### src/rtl/assc_pkg.sv
// ----------------------------------------------------------------------------
// assc_pkg
// Shared types, codes and constants of the adaptive step size controller.
// ----------------------------------------------------------------------------
package assc_pkg;

    // Datapath operations issued by the controller
    typedef enum logic [3:0] {
        DP_NOP,
        DP_LOAD,
        DP_LOG_INIT,
        DP_LOG_SQ,
        DP_LOG_MUL,
        DP_LOG_ACC,
        DP_EXP_INIT,
        DP_EXP_STEP,
        DP_EXP_FIN,
        DP_CLAMP,
        DP_MUL_LO,
        DP_MUL_HI,
        DP_FINISH
    } t_dp_op;

    // Operand of the log2 unit
    typedef enum logic [1:0] {
        SRC_HEADROOM,
        SRC_ERROR,
        SRC_HISTORY
    } t_log_src;

    typedef struct packed {
        t_dp_op     op;
        t_log_src   src;
        logic [3:0] k;
    } t_dp_cmd;

    typedef struct packed {
        logic good;      // error within tolerance
        logic skip_log;  // scale known without logs
    } t_dp_status;

    // Register indexes
    localparam logic [2:0] CFG_HEADROOM   = 3'd0;
    localparam logic [2:0] CFG_ALPHA      = 3'd1;
    localparam logic [2:0] CFG_BETA       = 3'd2;
    localparam logic [2:0] CFG_MIN_SCALE  = 3'd3;
    localparam logic [2:0] CFG_MAX_SCALE  = 3'd4;
    localparam logic [2:0] CFG_STEP_MIN   = 3'd5;
    localparam logic [2:0] CFG_STEP_MAX   = 3'd6;

    // step_status codes
    localparam logic [1:0] STATUS_OK  = 2'd0;
    localparam logic [1:0] STATUS_MIN = 2'd1;
    localparam logic [1:0] STATUS_MAX = 2'd2;

    // scale_clamp codes
    localparam logic [1:0] CLAMP_NONE = 2'd0;
    localparam logic [1:0] CLAMP_MIN  = 2'd1;
    localparam logic [1:0] CLAMP_MAX  = 2'd2;

    localparam logic [15:0] RESET_HEADROOM  = 16'd29491;
    localparam logic [15:0] RESET_ALPHA     = 16'd2294;
    localparam logic [15:0] RESET_BETA      = 16'd1311;
    localparam logic [15:0] RESET_MIN_SCALE = 16'd819;
    localparam logic [15:0] RESET_MAX_SCALE = 16'd40960;

    // Unity scale in Q.12
    localparam logic [31:0] SCALE_ONE = 32'd4096;

    // 2^(2^-k) in Q2.30, k = 1..14
    localparam logic [31:0] ROOT_TAB [14] = '{
        32'd1518500250, 32'd1276901417, 32'd1170923762, 32'd1121280436,
        32'd1097253708, 32'd1085434106, 32'd1079572136, 32'd1076653033,
        32'd1075196443, 32'd1074468887, 32'd1074105294, 32'd1073923544,
        32'd1073832680, 32'd1073787250
    };

endpackage

### src/rtl/assc_ctrl.sv
// ----------------------------------------------------------------------------
// assc_ctrl
// Sequencer: walks the log, exponent and scaling steps of one item.
// ----------------------------------------------------------------------------
module assc_ctrl #(
    parameter int LOG_TABLE_BITS = 10
) (
    input  logic                  i_clk,
    input  logic                  i_rst_n,
    input  logic                  i_in_valid,
    output logic                  o_in_stall,
    output logic                  o_out_valid,
    input  logic                  i_out_stall,
    input  assc_pkg::t_dp_status  i_status,
    output assc_pkg::t_dp_cmd     o_cmd
);
    import assc_pkg::*;

    typedef enum logic [3:0] {
        ST_IDLE,
        ST_LOG_INIT,
        ST_LOG_SQ,
        ST_LOG_MUL,
        ST_LOG_ACC,
        ST_EXP_INIT,
        ST_EXP_STEP,
        ST_EXP_FIN,
        ST_CLAMP,
        ST_MUL_LO,
        ST_MUL_HI,
        ST_DONE
    } t_state;

    localparam logic [3:0] SQ_LAST  = 4'd15;
    localparam logic [3:0] EXP_LAST = 4'(LOG_TABLE_BITS - 1);

    t_state     r_state;
    t_log_src   r_src;
    logic [3:0] r_cnt;
    logic       r_out_valid;
    t_log_src   last_src;

    assign last_src    = i_status.good ? SRC_HISTORY : SRC_ERROR;
    assign o_in_stall  = (r_state != ST_IDLE);
    assign o_out_valid = r_out_valid;

    always_comb begin
        o_cmd.op  = DP_NOP;
        o_cmd.src = r_src;
        o_cmd.k   = r_cnt;
        unique case (r_state)
            ST_IDLE: begin
                if (i_in_valid) begin
                    o_cmd.op = DP_LOAD;
                end
            end
            ST_LOG_INIT: begin
                if (!i_status.skip_log) begin
                    o_cmd.op = DP_LOG_INIT;
                end
            end
            ST_LOG_SQ:   o_cmd.op = DP_LOG_SQ;
            ST_LOG_MUL:  o_cmd.op = DP_LOG_MUL;
            ST_LOG_ACC:  o_cmd.op = DP_LOG_ACC;
            ST_EXP_INIT: o_cmd.op = DP_EXP_INIT;
            ST_EXP_STEP: o_cmd.op = DP_EXP_STEP;
            ST_EXP_FIN:  o_cmd.op = DP_EXP_FIN;
            ST_CLAMP:    o_cmd.op = DP_CLAMP;
            ST_MUL_LO:   o_cmd.op = DP_MUL_LO;
            ST_MUL_HI:   o_cmd.op = DP_MUL_HI;
            ST_DONE: begin
                if (!r_out_valid || !i_out_stall) begin
                    o_cmd.op = DP_FINISH;
                end
            end
            default: o_cmd.op = DP_NOP;
        endcase
    end

    always_ff @(posedge i_clk) begin
        if (!i_rst_n) begin
            r_state     <= ST_IDLE;
            r_src       <= SRC_HEADROOM;
            r_cnt       <= '0;
            r_out_valid <= 1'b0;
        end else begin
            // drop the held result once it transfers; a new one may replace it
            if (o_cmd.op == DP_FINISH) begin
                r_out_valid <= 1'b1;
            end else if (!i_out_stall) begin
                r_out_valid <= 1'b0;
            end
            unique case (r_state)
                ST_IDLE: begin
                    if (i_in_valid) begin
                        r_src   <= SRC_HEADROOM;
                        r_state <= ST_LOG_INIT;
                    end
                end
                ST_LOG_INIT: begin
                    r_cnt   <= '0;
                    r_state <= i_status.skip_log ? ST_CLAMP : ST_LOG_SQ;
                end
                ST_LOG_SQ: begin
                    r_cnt <= r_cnt + 4'd1;
                    if (r_cnt == SQ_LAST) begin
                        r_state <= ST_LOG_MUL;
                    end
                end
                ST_LOG_MUL: r_state <= ST_LOG_ACC;
                ST_LOG_ACC: begin
                    if (r_src == last_src) begin
                        r_state <= ST_EXP_INIT;
                    end else begin
                        r_src   <= t_log_src'(r_src + 2'd1);
                        r_state <= ST_LOG_INIT;
                    end
                end
                ST_EXP_INIT: begin
                    r_cnt   <= '0;
                    r_state <= ST_EXP_STEP;
                end
                ST_EXP_STEP: begin
                    r_cnt <= r_cnt + 4'd1;
                    if (r_cnt == EXP_LAST) begin
                        r_state <= ST_EXP_FIN;
                    end
                end
                ST_EXP_FIN: r_state <= ST_CLAMP;
                ST_CLAMP:   r_state <= ST_MUL_LO;
                ST_MUL_LO:  r_state <= ST_MUL_HI;
                ST_MUL_HI:  r_state <= ST_DONE;
                ST_DONE: begin
                    if (!r_out_valid || !i_out_stall) begin
                        r_state <= ST_IDLE;
                    end
                end
                default: r_state <= ST_IDLE;
            endcase
        end
    end

    a_finish_free: assert property (@(posedge i_clk) disable iff (!i_rst_n)
        (o_cmd.op == DP_FINISH) |-> (!r_out_valid || !i_out_stall))
        else $error("result written over a held result");

    a_busy_after_accept: assert property (@(posedge i_clk) disable iff (!i_rst_n)
        (i_in_valid && !o_in_stall) |=> o_in_stall)
        else $error("input taken again right after a transfer");

    a_valid_from_finish: assert property (@(posedge i_clk) disable iff (!i_rst_n)
        $rose(r_out_valid) |-> $past(o_cmd.op == DP_FINISH))
        else $error("result valid without a finished item");

endmodule

### src/rtl/assc_datapath.sv
// ----------------------------------------------------------------------------
// assc_datapath
// Registers, config, shared 32x32 multiplier, log2/exp2 units and counters.
// ----------------------------------------------------------------------------
module assc_datapath #(
    parameter int STEP_WIDTH          = 48,
    parameter int ERROR_FRACTION_BITS = 24,
    parameter int LOG_TABLE_BITS      = 10
) (
    input  logic                   i_clk,
    input  logic                   i_rst_n,
    input  assc_pkg::t_dp_cmd      i_cmd,
    output assc_pkg::t_dp_status   o_status,
    input  logic [31:0]            i_error_estimate,
    input  logic [STEP_WIDTH-1:0]  i_step_in,
    input  logic                   i_cfg_we,
    input  logic [2:0]             i_cfg_index,
    input  logic [STEP_WIDTH-1:0]  i_cfg_data,
    output logic                   o_accepted,
    output logic [STEP_WIDTH-1:0]  o_step_out,
    output logic [1:0]             o_step_status,
    output logic [1:0]             o_scale_clamp,
    output logic [31:0]            o_accepted_total,
    output logic [31:0]            o_rejected_total,
    output logic [31:0]            o_min_clamp_total,
    output logic [31:0]            o_max_clamp_total
);
    import assc_pkg::*;

    localparam int LTB = LOG_TABLE_BITS;
    localparam logic [63:0] STEP_MASK = {64{1'b1}} >> (64 - STEP_WIDTH);
    localparam int EPS_RAW = ((1 << ERROR_FRACTION_BITS) + 5000) / 10000;
    localparam logic [31:0] EPS = 32'((EPS_RAW == 0) ? 1 : EPS_RAW);
    localparam logic [32:0] ERR_ONE = 33'(1) << ERROR_FRACTION_BITS;
    localparam logic [7:0] HEAD_FB = 8'd15;
    localparam logic [7:0] ERR_FB  = 8'(ERROR_FRACTION_BITS);
    localparam logic signed [47:0] EXP_BIAS = 48'sd1 <<< 40;
    localparam logic signed [19:0] SHIFT_FLOOR = -20'sd1042;
    localparam logic [63:0] HALF_Q30 = 64'(1) << 29;

    // configuration
    logic [15:0]           r_headroom, r_alpha, r_beta, r_min_scale, r_max_scale;
    logic [STEP_WIDTH-1:0] r_step_min, r_step_max;

    // item and history
    logic [31:0]           r_err, r_prev_err;
    logic [STEP_WIDTH-1:0] r_step;
    logic                  r_good, r_zero, r_last_rej;
    logic [31:0]           r_acc_cnt, r_rej_cnt, r_min_cnt, r_max_cnt;

    // work registers
    logic [31:0]           r_m;
    logic [15:0]           r_lfrac;
    logic signed [7:0]     r_lint;
    logic                  r_neg;
    logic [63:0]           r_prod;
    logic signed [47:0]    r_exp;
    logic [31:0]           r_acc;
    logic signed [19:0]    r_shift;
    logic [LTB-1:0]        r_efrac;
    logic [31:0]           r_scale;
    logic [1:0]            r_clamp;
    logic [STEP_WIDTH-1:0] r_nh;

    logic                  r_out_acc;
    logic [STEP_WIDTH-1:0] r_out_step;
    logic [1:0]            r_out_status, r_out_clamp;

    // combinational
    logic [31:0]           log_x;
    logic [4:0]            msb;
    logic [31+LTB:0]       norm;
    logic [LTB-1:0]        idx;
    logic [7:0]            log_fb;
    logic [15:0]           coef;
    logic signed [23:0]    log_val;
    logic [23:0]           log_mag;
    logic [31:0]           mul_a, mul_b;
    logic [63:0]           prod;
    logic [31:0]           sq;
    logic [63:0]           rnd;
    logic [LTB-1:0]        f_sh;
    logic signed [47:0]    biased;
    logic [63:0]           sh_wide;
    logic [19:0]           neg_shift;
    logic [31:0]           sc;
    logic [1:0]            clamp;
    logic [63:0]           h64;
    logic [64:0]           hsum;
    logic [63:0]           top;

    assign o_status.good     = r_good;
    assign o_status.skip_log = (r_headroom == 16'd0) || (r_good && r_zero);

    // log2 operand, zero acts as one
    always_comb begin
        unique case (i_cmd.src)
            SRC_HEADROOM: begin
                log_x  = {16'd0, r_headroom};
                log_fb = HEAD_FB;
                coef   = 16'd16384;
            end
            SRC_ERROR: begin
                log_x  = r_err;
                log_fb = ERR_FB;
                coef   = r_alpha;
            end
            default: begin
                log_x  = r_prev_err;
                log_fb = ERR_FB;
                coef   = r_beta;
            end
        endcase
        if (log_x == 32'd0) begin
            log_x = 32'd1;
        end
        msb = '0;
        for (int b = 1; b < 32; b++) begin
            if (log_x[b]) begin
                msb = 5'(b);
            end
        end
        norm = {log_x, {LTB{1'b0}}} >> msb;
        idx  = norm[LTB-1:0];
    end

    assign log_val = {r_lint, r_lfrac};
    assign log_mag = log_val[23] ? 24'(-log_val) : 24'(log_val);
    assign h64     = 64'(r_step);

    // shared multiplier
    always_comb begin
        unique case (i_cmd.op)
            DP_LOG_SQ: begin
                mul_a = r_m;
                mul_b = r_m;
            end
            DP_LOG_MUL: begin
                mul_a = {8'd0, log_mag};
                mul_b = {16'd0, coef};
            end
            DP_EXP_STEP: begin
                mul_a = r_acc;
                mul_b = ROOT_TAB[i_cmd.k];
            end
            DP_MUL_LO: begin
                mul_a = h64[31:0];
                mul_b = r_scale;
            end
            DP_MUL_HI: begin
                mul_a = h64[63:32];
                mul_b = r_scale;
            end
            default: begin
                mul_a = '0;
                mul_b = '0;
            end
        endcase
        prod = 64'(mul_a) * 64'(mul_b);
    end

    assign sq     = prod[61:30];
    assign rnd    = prod + HALF_Q30;
    assign f_sh   = r_efrac << i_cmd.k;
    assign biased = r_exp + EXP_BIAS;

    // exponent shift and saturation
    always_comb begin
        sh_wide   = {32'd0, r_acc} << r_shift[4:0];
        neg_shift = 20'(-r_shift);
    end

    // scale bounds
    always_comb begin
        sc    = r_scale;
        clamp = CLAMP_NONE;
        if (r_good) begin
            if (r_zero) begin
                sc = {16'd0, r_max_scale};
            end else begin
                if (sc < {16'd0, r_min_scale}) begin
                    sc    = {16'd0, r_min_scale};
                    clamp = CLAMP_MIN;
                end
                if (sc > {16'd0, r_max_scale}) begin
                    sc    = {16'd0, r_max_scale};
                    clamp = CLAMP_MAX;
                end
            end
            if (r_last_rej && sc > SCALE_ONE) begin
                sc = SCALE_ONE;
            end
        end else if (sc < {16'd0, r_min_scale}) begin
            sc    = {16'd0, r_min_scale};
            clamp = CLAMP_MIN;
        end
    end

    assign top  = {prod[43:0], 20'd0};
    assign hsum = 65'(top) + 65'(r_prod[63:12]);

    always_ff @(posedge i_clk) begin
        if (!i_rst_n) begin
            r_headroom   <= RESET_HEADROOM;
            r_alpha      <= RESET_ALPHA;
            r_beta       <= RESET_BETA;
            r_min_scale  <= RESET_MIN_SCALE;
            r_max_scale  <= RESET_MAX_SCALE;
            r_step_min   <= STEP_WIDTH'(1);
            r_step_max   <= STEP_MASK[STEP_WIDTH-1:0];
            r_prev_err   <= EPS;
            r_last_rej   <= 1'b0;
            r_acc_cnt    <= '0;
            r_rej_cnt    <= '0;
            r_min_cnt    <= '0;
            r_max_cnt    <= '0;
            r_good       <= 1'b0;
            r_zero       <= 1'b0;
        end else begin
            if (i_cfg_we) begin
                unique case (i_cfg_index)
                    CFG_HEADROOM:  r_headroom  <= i_cfg_data[15:0];
                    CFG_ALPHA:     r_alpha     <= i_cfg_data[15:0];
                    CFG_BETA:      r_beta      <= i_cfg_data[15:0];
                    CFG_MIN_SCALE: r_min_scale <= i_cfg_data[15:0];
                    CFG_MAX_SCALE: r_max_scale <= i_cfg_data[15:0];
                    CFG_STEP_MIN:  r_step_min  <= i_cfg_data;
                    CFG_STEP_MAX:  r_step_max  <= i_cfg_data;
                    default: ;
                endcase
            end
            unique case (i_cmd.op)
                DP_LOAD: begin
                    r_good <= ({1'b0, i_error_estimate} <= ERR_ONE);
                    r_zero <= (i_error_estimate == 32'd0);
                end
                DP_FINISH: begin
                    if (r_good) begin
                        if (r_nh <= r_step_min) begin
                            r_min_cnt <= r_min_cnt + 32'd1;
                        end else if (r_nh >= r_step_max) begin
                            r_max_cnt <= r_max_cnt + 32'd1;
                        end
                        r_prev_err <= (r_err > EPS) ? r_err : EPS;
                        r_last_rej <= 1'b0;
                        r_acc_cnt  <= r_acc_cnt + 32'd1;
                    end else if (r_nh <= r_step_min) begin
                        r_min_cnt <= r_min_cnt + 32'd1;
                    end else if (r_nh >= r_step_max) begin
                        r_max_cnt <= r_max_cnt + 32'd1;
                    end else begin
                        r_last_rej <= 1'b1;
                        r_rej_cnt  <= r_rej_cnt + 32'd1;
                    end
                end
                default: ;
            endcase
        end
    end

    // datapath payload
    always_ff @(posedge i_clk) begin
        unique case (i_cmd.op)
            DP_LOAD: begin
                r_err   <= i_error_estimate;
                r_step  <= i_step_in;
                r_exp   <= '0;
                r_scale <= '0;
            end
            DP_LOG_INIT: begin
                r_m     <= 32'h4000_0000 | (32'(idx) << (30 - LTB));
                r_lfrac <= '0;
                r_lint  <= $signed({3'd0, msb} - log_fb);
            end
            DP_LOG_SQ: begin
                r_m     <= sq[31] ? {1'b0, sq[31:1]} : sq;
                r_lfrac <= {r_lfrac[14:0], sq[31]};
            end
            DP_LOG_MUL: begin
                r_prod <= prod;
                r_neg  <= log_val[23] ^ (i_cmd.src == SRC_ERROR);
            end
            DP_LOG_ACC: begin
                if (r_neg) begin
                    r_exp <= r_exp - $signed({8'd0, r_prod[39:0]});
                end else begin
                    r_exp <= r_exp + $signed({8'd0, r_prod[39:0]});
                end
            end
            DP_EXP_INIT: begin
                r_acc <= 32'h4000_0000;
                if (biased < 0) begin
                    r_shift <= SHIFT_FLOOR;
                    r_efrac <= '0;
                end else begin
                    r_shift <= 20'(r_exp >>> 30) - 20'sd18;
                    r_efrac <= r_exp[29 -: LTB];
                end
            end
            DP_EXP_STEP: begin
                if (f_sh[LTB-1]) begin
                    r_acc <= rnd[61:30];
                end
            end
            DP_EXP_FIN: begin
                if (!r_shift[19]) begin
                    if (r_shift > 20'sd31 || sh_wide[63:32] != 32'd0) begin
                        r_scale <= 32'hFFFF_FFFF;
                    end else begin
                        r_scale <= sh_wide[31:0];
                    end
                end else if (neg_shift >= 20'd32) begin
                    r_scale <= '0;
                end else begin
                    r_scale <= r_acc >> neg_shift[4:0];
                end
            end
            DP_CLAMP: begin
                r_scale <= sc;
                r_clamp <= clamp;
            end
            DP_MUL_LO: r_prod <= prod;
            DP_MUL_HI: begin
                if (prod[63:44] != 20'd0 || hsum[64] || hsum[63:0] > STEP_MASK) begin
                    r_nh <= STEP_MASK[STEP_WIDTH-1:0];
                end else begin
                    r_nh <= hsum[STEP_WIDTH-1:0];
                end
            end
            DP_FINISH: begin
                r_out_clamp <= r_clamp;
                if (r_nh <= r_step_min) begin
                    r_out_step   <= r_step_min;
                    r_out_status <= STATUS_MIN;
                    r_out_acc    <= 1'b1;
                end else if (r_nh >= r_step_max) begin
                    r_out_step   <= r_step_max;
                    r_out_status <= STATUS_MAX;
                    r_out_acc    <= 1'b1;
                end else begin
                    r_out_step   <= r_nh;
                    r_out_status <= STATUS_OK;
                    r_out_acc    <= r_good;
                end
            end
            default: ;
        endcase
    end

    assign o_accepted        = r_out_acc;
    assign o_step_out        = r_out_step;
    assign o_step_status     = r_out_status;
    assign o_scale_clamp     = r_out_clamp;
    assign o_accepted_total  = r_acc_cnt;
    assign o_rejected_total  = r_rej_cnt;
    assign o_min_clamp_total = r_min_cnt;
    assign o_max_clamp_total = r_max_cnt;

endmodule

### src/rtl/adaptive_step_size_controller.sv
// ----------------------------------------------------------------------------
// adaptive_step_size_controller
// PI step size control for an embedded Runge-Kutta integrator.
// ----------------------------------------------------------------------------
// Input channel (i_in_valid / o_in_stall) takes the scaled error of the step
// just tried and that step. Output channel (o_out_valid / i_out_stall) returns
// accept flag, next or retry step, clamp codes and four running counters.
// Config channel (i_cfg_valid / o_cfg_ready) writes the seven registers by
// index; write only while no item is in flight.
// One item is worked at a time. An item within tolerance takes three log2
// evaluations, one out of tolerance takes two, and none are run when the
// scale needs no logs (zero error or zero headroom).
// The next item can be taken in the cycle after the result is written.
// Each log2 takes 16 squarings on the one shared 32x32 multiplier; the exp2
// and the final step product run on the same multiplier.
// A finished result waits in the output register while the receiver stalls;
// the next item is taken meanwhile and held before its write-back.
// Reset restores register defaults, the error history and all counters.
// ----------------------------------------------------------------------------
module adaptive_step_size_controller #(
    parameter int STEP_WIDTH          = 48,
    parameter int ERROR_FRACTION_BITS = 24,
    parameter int LOG_TABLE_BITS      = 10
) (
    input  logic                  i_clk,
    input  logic                  i_rst_n,
    input  logic                  i_in_valid,
    output logic                  o_in_stall,
    input  logic [31:0]           i_error_estimate,
    input  logic [STEP_WIDTH-1:0] i_step_in,
    output logic                  o_out_valid,
    input  logic                  i_out_stall,
    output logic                  o_accepted,
    output logic [STEP_WIDTH-1:0] o_step_out,
    output logic [1:0]            o_step_status,
    output logic [1:0]            o_scale_clamp,
    output logic [31:0]           o_accepted_total,
    output logic [31:0]           o_rejected_total,
    output logic [31:0]           o_min_clamp_total,
    output logic [31:0]           o_max_clamp_total,
    input  logic                  i_cfg_valid,
    output logic                  o_cfg_ready,
    input  logic [2:0]            i_cfg_index,
    input  logic [STEP_WIDTH-1:0] i_cfg_data
);
    import assc_pkg::*;

    t_dp_cmd    cmd;
    t_dp_status status;

    assign o_cfg_ready = 1'b1;

    assc_ctrl #(
        .LOG_TABLE_BITS (LOG_TABLE_BITS)
    ) u_ctrl (
        .i_clk       (i_clk),
        .i_rst_n     (i_rst_n),
        .i_in_valid  (i_in_valid),
        .o_in_stall  (o_in_stall),
        .o_out_valid (o_out_valid),
        .i_out_stall (i_out_stall),
        .i_status    (status),
        .o_cmd       (cmd)
    );

    assc_datapath #(
        .STEP_WIDTH          (STEP_WIDTH),
        .ERROR_FRACTION_BITS (ERROR_FRACTION_BITS),
        .LOG_TABLE_BITS      (LOG_TABLE_BITS)
    ) u_datapath (
        .i_clk             (i_clk),
        .i_rst_n           (i_rst_n),
        .i_cmd             (cmd),
        .o_status          (status),
        .i_error_estimate  (i_error_estimate),
        .i_step_in         (i_step_in),
        .i_cfg_we          (i_cfg_valid),
        .i_cfg_index       (i_cfg_index),
        .i_cfg_data        (i_cfg_data),
        .o_accepted        (o_accepted),
        .o_step_out        (o_step_out),
        .o_step_status     (o_step_status),
        .o_scale_clamp     (o_scale_clamp),
        .o_accepted_total  (o_accepted_total),
        .o_rejected_total  (o_rejected_total),
        .o_min_clamp_total (o_min_clamp_total),
        .o_max_clamp_total (o_max_clamp_total)
    );

endmodule

### config.mk
export PLATFORM = sky130hd
export DESIGN_NAME = adaptive_step_size_controller
export DESIGN_NICKNAME = d
export VERILOG_FILES = /design/src/rtl/assc_pkg.sv /design/src/rtl/assc_ctrl.sv /design/src/rtl/assc_datapath.sv /design/src/rtl/adaptive_step_size_controller.sv
export SDC_FILE = /design/constraint.sdc
export NUM_CORES = 2
export LEC_CHECK = 0
export ABC_AREA = 1
export BUFFER_PORTS_ARGS = -buffer_cell sky130_fd_sc_hd__buf_2
export CORE_AREA = 2 2 362 454
export CTS_CLUSTER_DIAMETER = 120
export DETAILED_ROUTE_END_ITERATION = 12
export DIE_AREA = 0 0 364 456
export PLACE_DENSITY = 0.66
export SYNTH_ARGS = -nofsm -noshare
export SYNTH_HDL_FRONTEND = slang
export SYNTH_HIERARCHICAL = 1
export SYNTH_SLANG_ARGS = --single-unit
### constraint.sdc
create_clock -name i_clk -period 16.4 [get_ports i_clk]
set_input_delay 3.28 -clock i_clk [delete_from_list [all_inputs] [get_ports i_clk]]
set_output_delay 3.28 -clock i_clk [all_outputs]
set_load 0.005 [all_outputs]
==> impl_metrics.yaml <==
outcome:
  status: "complete, no violations"
critical_path:
  crit_path_end_kind: "flop"
  critPathMaxStageDelay_ps: 650
  worstPathArrival_ps: 15430
  start_kind: "input port"
  reg2reg_slack_ps: 3090
  critPathKind: "in2reg"
  crit_path_end: "u_datapath/r_nh[1]$_SDFFCE_PP1N_"
  r2r-end: "u_datapath/r_nh[1]$_SDFFCE_PP1N_"
  critical_path.max_fanout: 48
  cp-startpoint: "i_out_stall"
  slowest_stage: "fa_1"
  critPathRequiredTime_ps: 16830
  r2r_cells: 49
  timing.rr.start: "u_datapath/r_zero$_SDFFE_PN0P_"
sta:
  final_hold_viol_count: 0
  clock_skew_ps: 28.8
  worstMarginPinSlew_ps: 1160
  rsz0062_at_grt: "false"
  fin_setup_tns_ps: 0
  fin_crit_sh_pct: 91.5
  setup_viol: 0
  slew_viol_final: 0
  period_minus_slack_ps: 15000
  slew-limit-headroom_pct: 22.4
  max_freq_ghz: 0.0666
grt:
  grt_max_degree: 96
  grt_pass1_wl_um: 456000
  grt.overflow.total: 0
  gr-usage-all-layers_pct: 37.2
  grt_antenna_before_repair: 11
  grt_pass1_vias: 72200
placement:
  dpl.hpwl_um: 251000
  io_buffers: 318
  place_congestion: 1.08
  dp.cells: 12400
power_and_ir_drop:
  ir_worst_vdd_uv: 111
  leakagePower_uw: 0.0409
  p_per_area_nw_per_um2: 87.7
floorplanning:
  die_w_um: 364
  dieArea_um2: 166000
  die_y_um: 456
  pin_count: 320
  start_util_pct: 49.8
  core-area_um2: 161000
  num_rows: 165
min_path:
  hold_class: "reg2reg"
  holdPathStages: 0
drt:
  drc: 0
  wire_per_inst_um: 24.8
  drt-total-wl_um: 311000
  dr.pass1.iters: 8
  via_per_inst: 5.76
  drtAntennaViolNets: 0
  num_vias: 72400
  initialDrtViolationCount: 6620
clock_tree:
  cts_resized: 0
  root_buffer: "clkbuf_16"
  clk_pin_slew_worst_paths_ps: 70
  clock-sinks: 792
  h-tree-depth: 3
  cts_tree: "yes"
  post-cts-setup-buffer-count: 0
  hold_buffers: 0
  cts_buffer_depth: 3
  cts_made_buffers: 86
  clock_latency_ps: 720
cells_and_area:
  multiInputGateArea_um2: 51000
  finalNonFillerCells: 12600
  finish.utilization_pct: 54.5
  final_nets: 11800
  syn_to_final_growth_pct: 9.37
  regArea_um2: 20300
  n_fill_cell: 15300
  drive_gt1_share_pct: 7.99
job:
  cap_violations: 0
synth:
  synthFlopType: "edfxtp_1"
  ys_seq_area_share_pct: 25.3
  synthArstFlopShare_pct: 0
  synth_area_um2: 80300
  synth_fp_nets: 11600
  synthCells: 10100
  avgSynthCellArea_um2: 7.93
  ys_types: 83
  ys_warn_count: 6
  synth-seq-cells: 792
  synth-edff-count: 442
==> worst max-delay path: cells and delay by family <==
family / cells / cell delay (ps)
and+or+nand+nor: 19 / 2750
adders and majority gates: 10 / 4810
buffers and inverters: 14 / 3010
xor gates and xnor gates: 1 / 610
AOI/OAI and AO/OA: 4 / 880
==> report_power, final <==
group,internal (uW),switching [uW]
logic,809,2280
clock network,1180,891
registers,2370,164
total,4370,3340
==> worst min path at each step <==
stage	from	endpoint
2_1_floorplan	u_datapath/r_clamp[0]$_DFFE_PN_	u_datapath/o_scale_clamp[0]$_DFFE_PP_
3_3_place_gp	u_datapath/r_clamp[0]$_DFFE_PN_	u_datapath/o_scale_clamp[0]$_DFFE_PP_
3_5_place_dp	u_datapath/r_clamp[1]$_SDFFCE_PP0N_	u_datapath/o_scale_clamp[1]$_DFFE_PP_
4_1_cts	u_datapath/r_clamp[1]$_SDFFCE_PP0N_	u_datapath/o_scale_clamp[1]$_DFFE_PP_
5_1_grt	u_datapath/r_clamp[1]$_SDFFCE_PP0N_	u_datapath/o_scale_clamp[1]$_DFFE_PP_
6_report	u_datapath/r_clamp[1]$_SDFFCE_PP0N_	u_datapath/o_scale_clamp[1]$_DFFE_PP_
==> logic make-up (layout without fill, tap and decap cells) <==
kind of cell / Yosys count / in the layout / share of synthesized area (%)
AO/OA/AOI/OAI: 1660 / 1660 / 12.2
other: 1 / 10 / 0.00467
flip-flops: 792 / 792 / 25.3
XOR/XNOR: 160 / 160 / 1.85
AND/OR/NAND/NOR: 3664 / 3664 / 18.8
buffers and inverters: 2429 / 2705 / 11.4
multiplexers: 23 / 23 / 0.287
adder cells (fa/ha/maj): 1391 / 1391 / 30.1
==> cells in the mapped netlist, types with 47 or more instances <==
library cell,instances,area share (%)
o22ai_1,59,0.46
a31oi_1,60,0.47
xor2_1,103,1.1
fa_1,899,22
inv_1,1967,9.2
nand3_1,350,2.2
nor3_1,139,0.87
o211ai_1,73,0.68
o21ai_0,585,3.6
dfxtp_1,350,8.7
nor2_1,1024,4.8
nor4_1,47,0.37
a21oi_1,550,3.4
edfxtp_1,442,17
clkbuf_1,351,1.6
ha_1,492,7.7
nand2_1,1883,8.8
nand4_1,119,0.93
o221ai_1,75,0.82
==> layout by cell type, fill, tap and decap left out, types with 103 or more instances in the layout <==
| master | n |
|---|---|
| nand4_1 | 119 |
| xor2_1 | 103 |
| dfxtp_1 | 350 |
| nand2_1 | 1882 |
| nand3_1 | 350 |
| edfxtp_1 | 442 |
| inv_1 | 1966 |
| nor3_1 | 136 |
| nor2_1 | 1008 |
| fa_1 | 899 |
| a21oi_1 | 549 |
| buf_4 | 198 |
| ha_1 | 492 |
| buf_2 | 317 |
| o21ai_0 | 584 |
==> per-stage QoR <==
step                power [uW]  hold WS [ps]  cell area [um^2]  worst slack, ps
floorplan                 4310           400             80300             1890
global placement          5530           423             84800              971
detailed placement        5570           405             84800              821
CTS                       7650           417             87800             1590
global route              8020           442             87800              730
finish                    7700           416             87800             1400
==> flip-flops by register name, indices dropped and copies added (netlist names), 48 cells and up <==
| register | flops |
|---|---|
| u_datapath/r_nh | 48 |
| u_datapath/r_prod | 64 |
| u_datapath/r_step | 48 |
| u_datapath/r_step_min | 48 |
| u_datapath/r_exp | 48 |
| u_datapath/o_step_out | 48 |
| u_datapath/r_step_max | 48 |
==> cell type report <==
cell class	count	area share, %
multi-input combinational	6899	58.1
sequential	792	23.1
inverter	2023	8.65
timing repair buffer	520	3.60
tap	2171	3.09
clock buffer	110	2.74
clock inverter	52	0.691
antenna	9	0.0256
==> layer usage <==
metal | share of wire [%] | up-vias | global-route usage, %
met5 | 0.012 | - | 0
met4 | 9.7 | 8 | 29.8
met3 | 7.4 | 1094 | 6.34
met2 | 47 | 3374 | 61.8
met1 | 36 | 35300 | 42.0
li1 | - | 32600 | -
Note: power is estimated with default switching activity, not from simulation.
